File: src/rtl/sfb_pkg.sv
// shared types, constants and breakpoint table for the sigmoid forward/backward unit
package sfb_pkg;

  localparam int VAL_W    = 17;  // operand_value / result_value width
  localparam int GRAD_W   = 16;  // upstream_grad width (Q4.12)
  localparam int SEG_BITS = 5;   // log2 of the segment count
  localparam int SEG_CNT  = 1 << SEG_BITS;
  localparam int X_BITS   = 15;  // |x| below 8.0 in Q4.12
  localparam int FRAC_W   = 15;  // interpolation fraction width
  localparam int LOC_W    = 31;  // y*(1-y) in Q0.32, at most 2^30
  localparam int OPA_W    = 16;
  localparam int OPB_W    = 31;
  localparam int PROD_W   = OPA_W + OPB_W;

  localparam logic MODE_FWD = 1'b0;
  localparam logic MODE_BWD = 1'b1;

  localparam logic [15:0] Y_MAX    = 16'hFFFF;
  localparam logic [GRAD_W-1:0] G_POS_MAX = {1'b0, {(GRAD_W-1){1'b1}}};
  localparam logic [GRAD_W-1:0] G_NEG_MAX = {1'b1, {(GRAD_W-1){1'b0}}};

  // round(65536*sigmoid(k/4)), clipped to 65535
  localparam logic [15:0] BP_TABLE [0:SEG_CNT] = '{
    16'd32768, 16'd36843, 16'd40793, 16'd44511, 16'd47911, 16'd50941, 16'd53581,
    16'd55834, 16'd57724, 16'd59287, 16'd60565, 16'd61598, 16'd62428, 16'd63090,
    16'd63615, 16'd64030, 16'd64357, 16'd64614, 16'd64816, 16'd64974, 16'd65097,
    16'd65194, 16'd65269, 16'd65328, 16'd65374, 16'd65410, 16'd65438, 16'd65459,
    16'd65476, 16'd65489, 16'd65500, 16'd65508, 16'd65514
  };

  typedef struct packed {
    logic                    cmd;
    logic signed [VAL_W-1:0] operand_value;
    logic signed [GRAD_W-1:0] upstream_grad;
  } in_t;

  typedef struct packed {
    logic             mode;
    logic             sat;   // forward |x| >= 8
    logic             neg;   // x < 0 in forward, t < 0 in backward
    logic [15:0]      lo;
    logic [OPA_W-1:0] opa;   // segment slope or |t|
    logic [OPB_W-1:0] opb;   // fraction or y*(1-y)
  } s1_t;

  typedef struct packed {
    logic              mode;
    logic              sat;
    logic              neg;
    logic [15:0]       lo;
    logic [PROD_W-1:0] prod;
  } s2_t;

  typedef struct packed {
    logic signed [VAL_W-1:0] result_value;
    logic                    result_mode;
  } out_t;

endpackage

File: src/rtl/sfb_if.sv
// valid/ready stream interfaces for requests and results
interface sfb_in_if (input logic clk);
  logic                                valid;
  logic                                ready;
  logic                                cmd;
  logic signed [sfb_pkg::VAL_W-1:0]    operand_value;
  logic signed [sfb_pkg::GRAD_W-1:0]   upstream_grad;

  modport source (input clk, output valid, output cmd, output operand_value,
                  output upstream_grad, input ready);
  modport sink (input clk, input valid, input cmd, input operand_value,
                input upstream_grad, output ready);
endinterface

interface sfb_out_if (input logic clk);
  logic                             valid;
  logic                             ready;
  logic signed [sfb_pkg::VAL_W-1:0] result_value;
  logic                             result_mode;

  modport source (input clk, output valid, output result_value, output result_mode,
                  input ready);
  modport sink (input clk, input valid, input result_value, input result_mode,
                output ready);
endinterface

File: src/rtl/sigmoid_forward_backward_unit.sv
// top level: three-stage sigmoid forward/backward pipeline
//
//   channel  dir  payload
//   req      in   cmd, operand_value, upstream_grad
//   rsp      out  result_value, result_mode
//
// one transaction per cycle unless rsp stalls; every stage registers its result.
// stages: table lookup and y*(1-y) product, one shared 16x31 multiplier, round/saturate.
// each stage holds its own valid bit and moves when it is empty or the next one moves,
// so bubbles close up and a stalled rsp never drops or repeats a transaction.
// synchronous reset clears the valid bits only.
module sigmoid_forward_backward_unit (
  input  logic       clk,
  input  logic       rst,
  sfb_in_if.sink     req,
  sfb_out_if.source  rsp
);
  import sfb_pkg::*;

  in_t  req_data;
  s1_t  s1_data;
  s2_t  s2_data;
  out_t rsp_data;
  logic s1_valid;
  logic s1_ready;
  logic s2_valid;
  logic s2_ready;
  logic s3_ready;

  assign req_data.cmd           = req.cmd;
  assign req_data.operand_value = req.operand_value;
  assign req_data.upstream_grad = req.upstream_grad;

  sfb_prep u_prep (
    .clk     (clk),
    .rst     (rst),
    .valid_i (req.valid),
    .data_i  (req_data),
    .ready_o (req.ready),
    .valid_o (s1_valid),
    .data_o  (s1_data),
    .ready_i (s1_ready)
  );

  sfb_mul u_mul (
    .clk     (clk),
    .rst     (rst),
    .valid_i (s1_valid),
    .data_i  (s1_data),
    .ready_o (s1_ready),
    .valid_o (s2_valid),
    .data_o  (s2_data),
    .ready_i (s2_ready)
  );

  sfb_finish u_finish (
    .clk     (clk),
    .rst     (rst),
    .valid_i (s2_valid),
    .data_i  (s2_data),
    .ready_o (s2_ready),
    .valid_o (rsp.valid),
    .data_o  (rsp_data),
    .ready_i (s3_ready)
  );

  assign s3_ready         = rsp.ready;
  assign rsp.result_value = rsp_data.result_value;
  assign rsp.result_mode  = rsp_data.result_mode;

endmodule

File: src/rtl/sfb_prep.sv
// stage 1: segment lookup for forward, y*(1-y) product for backward
module sfb_prep (
  input  logic         clk,
  input  logic         rst,
  input  logic         valid_i,
  input  sfb_pkg::in_t data_i,
  output logic         ready_o,
  output logic         valid_o,
  output sfb_pkg::s1_t data_o,
  input  logic         ready_i
);
  import sfb_pkg::*;

  logic             x_neg;
  logic [VAL_W-1:0] x_abs;
  logic [SEG_BITS-1:0] idx;
  logic [SEG_BITS:0]   idx_hi;
  logic [15:0]      lo;
  logic [15:0]      hi;
  logic [15:0]      yu;
  logic [16:0]      y_comp;
  logic [32:0]      local_full;
  logic             t_neg;
  logic [GRAD_W-1:0] t_abs;
  s1_t              s1_next;
  logic             vld;

  always_comb begin
    x_neg  = data_i.operand_value[VAL_W-1];
    x_abs  = x_neg ? VAL_W'(-data_i.operand_value) : VAL_W'(data_i.operand_value);
    idx    = x_abs[X_BITS-1:X_BITS-SEG_BITS];
    idx_hi = {1'b0, idx} + (SEG_BITS+1)'(1);
    lo     = BP_TABLE[idx];
    hi     = BP_TABLE[idx_hi];

    // negative y reads as zero
    yu         = x_neg ? 16'd0 : data_i.operand_value[15:0];
    y_comp     = 17'h10000 - {1'b0, yu};
    local_full = {17'd0, yu} * {16'd0, y_comp};
    t_neg      = data_i.upstream_grad[GRAD_W-1];
    t_abs      = t_neg ? GRAD_W'(-data_i.upstream_grad) : GRAD_W'(data_i.upstream_grad);

    s1_next.mode = data_i.cmd;
    s1_next.lo   = lo;
    if (data_i.cmd == MODE_FWD) begin
      s1_next.sat = x_abs[VAL_W-1] | x_abs[X_BITS];
      s1_next.neg = x_neg;
      s1_next.opa = OPA_W'(hi - lo);
      s1_next.opb = OPB_W'({x_abs[X_BITS-SEG_BITS-1:0], {SEG_BITS{1'b0}}});
    end else begin
      s1_next.sat = 1'b0;
      s1_next.neg = t_neg;
      s1_next.opa = OPA_W'(t_abs);
      s1_next.opb = local_full[LOC_W-1:0];
    end
  end

  assign ready_o = !vld || ready_i;
  assign valid_o = vld;

  always_ff @(posedge clk) begin
    if (rst) begin
      vld <= 1'b0;
    end else if (ready_o) begin
      vld <= valid_i;
    end
  end

  always_ff @(posedge clk) begin
    if (ready_o && valid_i) begin
      data_o <= s1_next;
    end
  end

endmodule

File: src/rtl/sfb_mul.sv
// stage 2: shared multiplier, slope*fraction or |t|*y*(1-y)
module sfb_mul (
  input  logic         clk,
  input  logic         rst,
  input  logic         valid_i,
  input  sfb_pkg::s1_t data_i,
  output logic         ready_o,
  output logic         valid_o,
  output sfb_pkg::s2_t data_o,
  input  logic         ready_i
);
  import sfb_pkg::*;

  s2_t  s2_next;
  logic vld;

  always_comb begin
    s2_next.mode = data_i.mode;
    s2_next.sat  = data_i.sat;
    s2_next.neg  = data_i.neg;
    s2_next.lo   = data_i.lo;
    s2_next.prod = {{OPB_W{1'b0}}, data_i.opa} * {{OPA_W{1'b0}}, data_i.opb};
  end

  assign ready_o = !vld || ready_i;
  assign valid_o = vld;

  always_ff @(posedge clk) begin
    if (rst) begin
      vld <= 1'b0;
    end else if (ready_o) begin
      vld <= valid_i;
    end
  end

  always_ff @(posedge clk) begin
    if (ready_o && valid_i) begin
      data_o <= s2_next;
    end
  end

endmodule

File: src/rtl/sfb_finish.sv
// stage 3: rounding, mirroring and saturation into the output register
module sfb_finish (
  input  logic         clk,
  input  logic         rst,
  input  logic         valid_i,
  input  sfb_pkg::s2_t data_i,
  output logic         ready_o,
  output logic         valid_o,
  output sfb_pkg::out_t data_o,
  input  logic         ready_i
);
  import sfb_pkg::*;

  logic [31:0]       f_sum;
  logic [17:0]       yp;
  logic [15:0]       yp_sat;
  logic [VAL_W-1:0]  fwd_val;
  logic [PROD_W:0]   b_sum;
  logic [GRAD_W:0]   r;
  logic [GRAD_W:0]   r_sat;
  logic [VAL_W-1:0]  bwd_val;
  out_t              out_next;
  logic              vld;

  always_comb begin
    // interpolation remainder rounded half up
    f_sum  = data_i.prod[31:0] + 32'd16384;
    yp     = {2'b00, data_i.lo} + {1'b0, f_sum[31:15]};
    yp_sat = (yp > {2'b00, Y_MAX}) ? Y_MAX : yp[15:0];
    if (data_i.sat) begin
      fwd_val = data_i.neg ? VAL_W'(0) : {1'b0, Y_MAX};
    end else if (data_i.neg) begin
      fwd_val = 17'h10000 - {1'b0, yp_sat};
    end else begin
      fwd_val = {1'b0, yp_sat};
    end

    // Q4.44 to Q4.12, magnitude rounded half up, i.e. half away from zero
    b_sum = {1'b0, data_i.prod} + (PROD_W+1)'(64'h8000_0000);
    r     = {1'b0, b_sum[GRAD_W+31:32]};
    if (data_i.neg) begin
      r_sat   = (r > {1'b0, G_NEG_MAX}) ? {1'b0, G_NEG_MAX} : r;
      bwd_val = VAL_W'(0) - VAL_W'(r_sat);
    end else begin
      r_sat   = (r > {1'b0, G_POS_MAX}) ? {1'b0, G_POS_MAX} : r;
      bwd_val = VAL_W'(r_sat);
    end

    out_next.result_mode  = data_i.mode;
    out_next.result_value = (data_i.mode == MODE_FWD) ? fwd_val : bwd_val;
  end

  assign ready_o = !vld || ready_i;
  assign valid_o = vld;

  always_ff @(posedge clk) begin
    if (rst) begin
      vld <= 1'b0;
    end else if (ready_o) begin
      vld <= valid_i;
    end
  end

  always_ff @(posedge clk) begin
    if (ready_o && valid_i) begin
      data_o <= out_next;
    end
  end

endmodule
File: src/flat_wrapper.sv
// flat-port wrapper written by rule: the top's interface ports become plain ports
module sigmoid_forward_backward_unit_flat import sfb_pkg::*;
  (clk, rst, req_valid, req_cmd, req_operand_value, req_upstream_grad, req_ready, rsp_valid, rsp_result_value, rsp_result_mode, rsp_ready);
  sfb_in_if req_i (.clk(clk));
  sfb_out_if rsp_i (.clk(clk));
  input  logic clk;
  input  logic rst;
  input wire logic [$bits(req_i.valid)-1:0] req_valid;
  input wire logic [$bits(req_i.cmd)-1:0] req_cmd;
  input wire logic [$bits(req_i.operand_value)-1:0] req_operand_value;
  input wire logic [$bits(req_i.upstream_grad)-1:0] req_upstream_grad;
  output wire logic [$bits(req_i.ready)-1:0] req_ready;
  output wire logic [$bits(rsp_i.valid)-1:0] rsp_valid;
  output wire logic [$bits(rsp_i.result_value)-1:0] rsp_result_value;
  output wire logic [$bits(rsp_i.result_mode)-1:0] rsp_result_mode;
  input wire logic [$bits(rsp_i.ready)-1:0] rsp_ready;
  assign req_i.valid = req_valid;
  assign req_i.cmd = req_cmd;
  assign req_i.operand_value = req_operand_value;
  assign req_i.upstream_grad = req_upstream_grad;
  assign req_ready = req_i.ready;
  assign rsp_valid = rsp_i.valid;
  assign rsp_result_value = rsp_i.result_value;
  assign rsp_result_mode = rsp_i.result_mode;
  assign rsp_i.ready = rsp_ready;
  sigmoid_forward_backward_unit u_core (.clk(clk), .rst(rst), .req(req_i), .rsp(rsp_i));
endmodule
File: config.mk
export PLATFORM = sky130hd
export DESIGN_NAME = sigmoid_forward_backward_unit_flat
export DESIGN_NICKNAME = d
export VERILOG_FILES = /design/src/rtl/sfb_pkg.sv /design/src/rtl/sfb_if.sv /design/src/rtl/sigmoid_forward_backward_unit.sv /design/src/rtl/sfb_prep.sv /design/src/rtl/sfb_mul.sv /design/src/rtl/sfb_finish.sv /design/src/flat_wrapper.sv
export SDC_FILE = /design/constraint.sdc
export NUM_CORES = 2
export LEC_CHECK = 0
export BUFFER_PORTS_ARGS = -buffer_cell sky130_fd_sc_hd__buf_2
export CORE_MARGIN = 8
export CORE_UTILIZATION = 40
export DETAILED_ROUTE_END_ITERATION = 8
export PLACE_DENSITY = 0.54
export SETUP_SLACK_MARGIN = 0.02
export SYNTH_ARGS = -nofsm -noshare
export SYNTH_HDL_FRONTEND = slang
export SYNTH_SLANG_ARGS = --single-unit
File: constraint.sdc
create_clock -name clk -period 16.4 [get_ports clk]
set_input_delay 2.46 -clock clk [delete_from_list [all_inputs] [get_ports clk]]
set_output_delay 2.46 -clock clk [all_outputs]
set_load 0.1 [all_outputs]
==> results by group <==
Placed design
  • Cells after DPL: roughly 5000
  • Hpwl dp: approximately 77000 microns
  • # port buffers: 57
  • Area after DPL: roughly 0.036 sq mm
  • Placer Congestion: a little over 0.9

Clock tree
  • CTS Sinks: 137
  • Post-CTS Hold Buffers: 0
  • Reg clk slew, reported paths: 0.08 ns
  • CTS tree: yes
  • Clock latency on the worst-skew pair: 0.45 ns
  • Post-CTS Setup Bufs: 0
  • Post-CTS sizing: 0
  • Root cell of the clock tree: clkbuf_16
  • # H-tree levels: 4
  • Maximum buffer depth of the clock tree: 2
  • Total CTS buffers: 17

Routing
  • WL per Instance: 19.71 microns
  • Routed Wire Length: 99660 microns
  • ANT nets after route: 0
  • Via/cell ratio: between 5 and 6
  • # DRC: 0
  • Pre-antenna DRT Iters: 7
  • Detailed Route Iter0 Violations: 1925
  • DR vias: 26924

Logic synthesis
  • Mux cell area share after synthesis: 0.6018%
  • Sequential fraction of the synthesis area: 11.83%
  • Ys Warns: 0
  • Compound-Gate Fraction of Synth Area: 9.901%
  • Async set-or-reset flop fraction in the synthesized netlist: 0%
  • Post-synthesis simple-gate area fraction: 18.06%
  • Register bit count reported by yosys: between 100 and 150
  • Distinct cells, synth: 91
  • Dominant synthesized flop cell: edfxtp_1
  • Post-Synth XOR/XNOR Area: under 10%
  • Largest family of logic cells by synthesized area: adder cells
  • Syn Area/Cell: 8.717 sq um
  • Area of the mapped netlist: 0.03451 sq mm
  • EDFF count, synth: 134
  • Syn Inst Count: 3959
  • Adder-cell area share of the yosys netlist: a little under half

GRT
  • Initial antenna violation count: 3
  • Global route overflow: 0
  • Pin count of the biggest net entering global routing: 66
  • First-pass GRT wire length: 158300 microns
  • Vias in the first global route: 27927
  • All-layer global routing usage: between 20% and 30%

Timing
  • Tcrit/Tclk final: a little over two thirds
  • Hold_ws: 0.4102 ns
  • Max Transition Viols Final: 0
  • Layout Skew: 0.02057 ns
  • Unrepaired setup endpoints after global routing: no
  • Min Tclk post-route: 11.45 ns
  • Actual slew at the worst max-slew pin: 1.070 ns
  • Final setup viols: 0
  • Max-slew headroom at the worst pin: 28.64%
  • Setup TNS: 0 ns
  • Achievable frequency: 87.32 MHz
  • Final hold violations: 0

Die
  • I/O pin cnt: 58
  • Initial cell density of the core: around two fifths
  • Total die area: 0.09593 sq mm
  • Die Ht: about 310 microns
  • Cell Rows: 107
  • Chip width: 309.7 microns
  • Core Region: 0.08528 sq mm

Critical path
  • Startpoint Class: input port
  • CP max stage cell: or4_1
  • Max Fanout on Critical Path: 42
  • WP data arrival: around 12 ns
  • Cell mode on critical path: fa_1
  • Delay-heaviest family, CP: adder cells
  • CP Class: in -> reg
  • Required time of the worst setup path: 16.62 ns
  • Slowest Stage Delay on Critical Path: 0.63 ns
  • Setup crit end kind: flip-flop
  • CP bufs+invs: 7

Finish
  • Fillcell total: 8593
  • Multi-input gate area: approximately 0.027 sq mm
  • Finished Cell Area: 0.03648 sq mm
  • Syn-to-layout area delta: 5.699%
  • Layout cells sized above 1: about 4.9%
  • Post-Layout Cell Count: 5055
  • NumNets Final: roughly 4800
  • FF/Latch Area: 0.004084 sq mm

Min path
  • Tightest Hold Check Type: reg -> reg

Flow run
  • Max-Cap Viols: 0

Status
  • Status: complete, no violations
## Yosys cell counts, drive strengths merged, types with 20 or more instances
cell	n	area share, %
a21oi	117	1.7
nand4	26	0.47
o211ai	20	0.44
and2	178	3.2
buf	21	0.27
o21a	22	0.48
clkbuf	166	1.8
o31ai	21	0.46
inv	783	8.5
a21o	33	0.72
ha	274	9.9
o21ai	105	1.5
or3	42	0.76
xnor2	86	2.3
nor2	263	2.9
xor2	46	1.2
a211oi	24	0.54
nand2	498	5.4
nand3	45	0.65
nand2b	104	1.9
a31oi	27	0.51
nor3	44	0.68
edfxtp	134	12
fa	612	36
## area by class of cell
cell class	instances	area share, %
Multi-Input combinational cell	2859	73.61
Sequential cell	137	11.20
Inverter	786	8.088
Tap cell	1144	3.924
Timing Repair Buffer	96	1.585
Clock buffer	17	1.166
Clock inverter	15	0.4288
Antenna cell	1	0.006860
## path summary, 6_finish.rpt
kind                                                from                        to  slack [ns]  cells after the start
worst max-delay path               req_operand_value[16]  u_core.u_prep.data_o[30]        4.95                     27
worst max register to register  u_core.u_prep.data_o[16]   u_core.u_mul.data_o[46]        8.72                     22
worst min-delay path            u_core.u_prep.data_o[55]   u_core.u_mul.data_o[55]        0.41                      0
worst min register to register  u_core.u_prep.data_o[55]   u_core.u_mul.data_o[55]        0.41                      0
## state kept, by name, summed over array words and instances (netlist names)
register and cells:
u_core.u_mul.valid_o 1, u_core.u_finish.valid_o 1, u_core.u_finish.data_o 18, u_core.u_prep.data_o 65, u_core.u_mul.data_o 51, u_core.u_prep.valid_o 1
## through the flow
stage	utilization, %	setup WS [ns]
after global routing	42.77	4.405
after global placement	42.09	4.707
final	42.77	4.948
after floorplan	-	6.525
after detailed placement	42.09	4.521
after CTS	42.77	5.009
## layout by cell type, fill, tap and decap left out, types with 11 or more instances in the layout
| master | count |
|---|---|
| a211oi_1 | 23 |
| a21boi_0 | 11 |
| a21o_1 | 33 |
| a21oi_1 | 117 |
| a31o_2 | 11 |
| a31oi_1 | 25 |
| and2_1 | 177 |
| and3_1 | 15 |
| buf_2 | 57 |
| buf_4 | 39 |
| clkbuf_16 | 17 |
| conb_1 | 12 |
| edfxtp_1 | 134 |
| fa_1 | 612 |
| ha_1 | 274 |
| inv_1 | 780 |
| mux2i_1 | 14 |
| nand2_1 | 497 |
| nand2b_1 | 103 |
| nand3_1 | 45 |
| nand4_1 | 26 |
| nor2_1 | 261 |
| nor2b_1 | 17 |
| nor3_1 | 41 |
| nor4_1 | 17 |
| o211ai_1 | 20 |
| o21a_1 | 22 |
| o21ai_0 | 100 |
| o31ai_1 | 21 |
| or2_2 | 16 |
| or3_1 | 42 |
| xnor2_1 | 82 |
| xor2_1 | 44 |
## routing by layer
layer	part of all wire, %	global-route usage, %	vias up	wire (microns)
li1	-	-	12352	-
met1	44	28.17	13469	44260
met2	47	35.12	921	46420
met3	6.0	2.876	180	5940
met4	3.0	6.435	2	3014
met5	0.012	0	-	12
## logic make-up after synthesis
family / Yosys count
compound gates: 509
xor+xnor: 132
fa+ha+maj: 886
buf+inv: 973
flops: 137
mux: 20
other cells: 2
simple gates: 1300
Power is not shown: default switching activity piles up to over one toggle a cycle in this logic, so the estimate is an artifact.
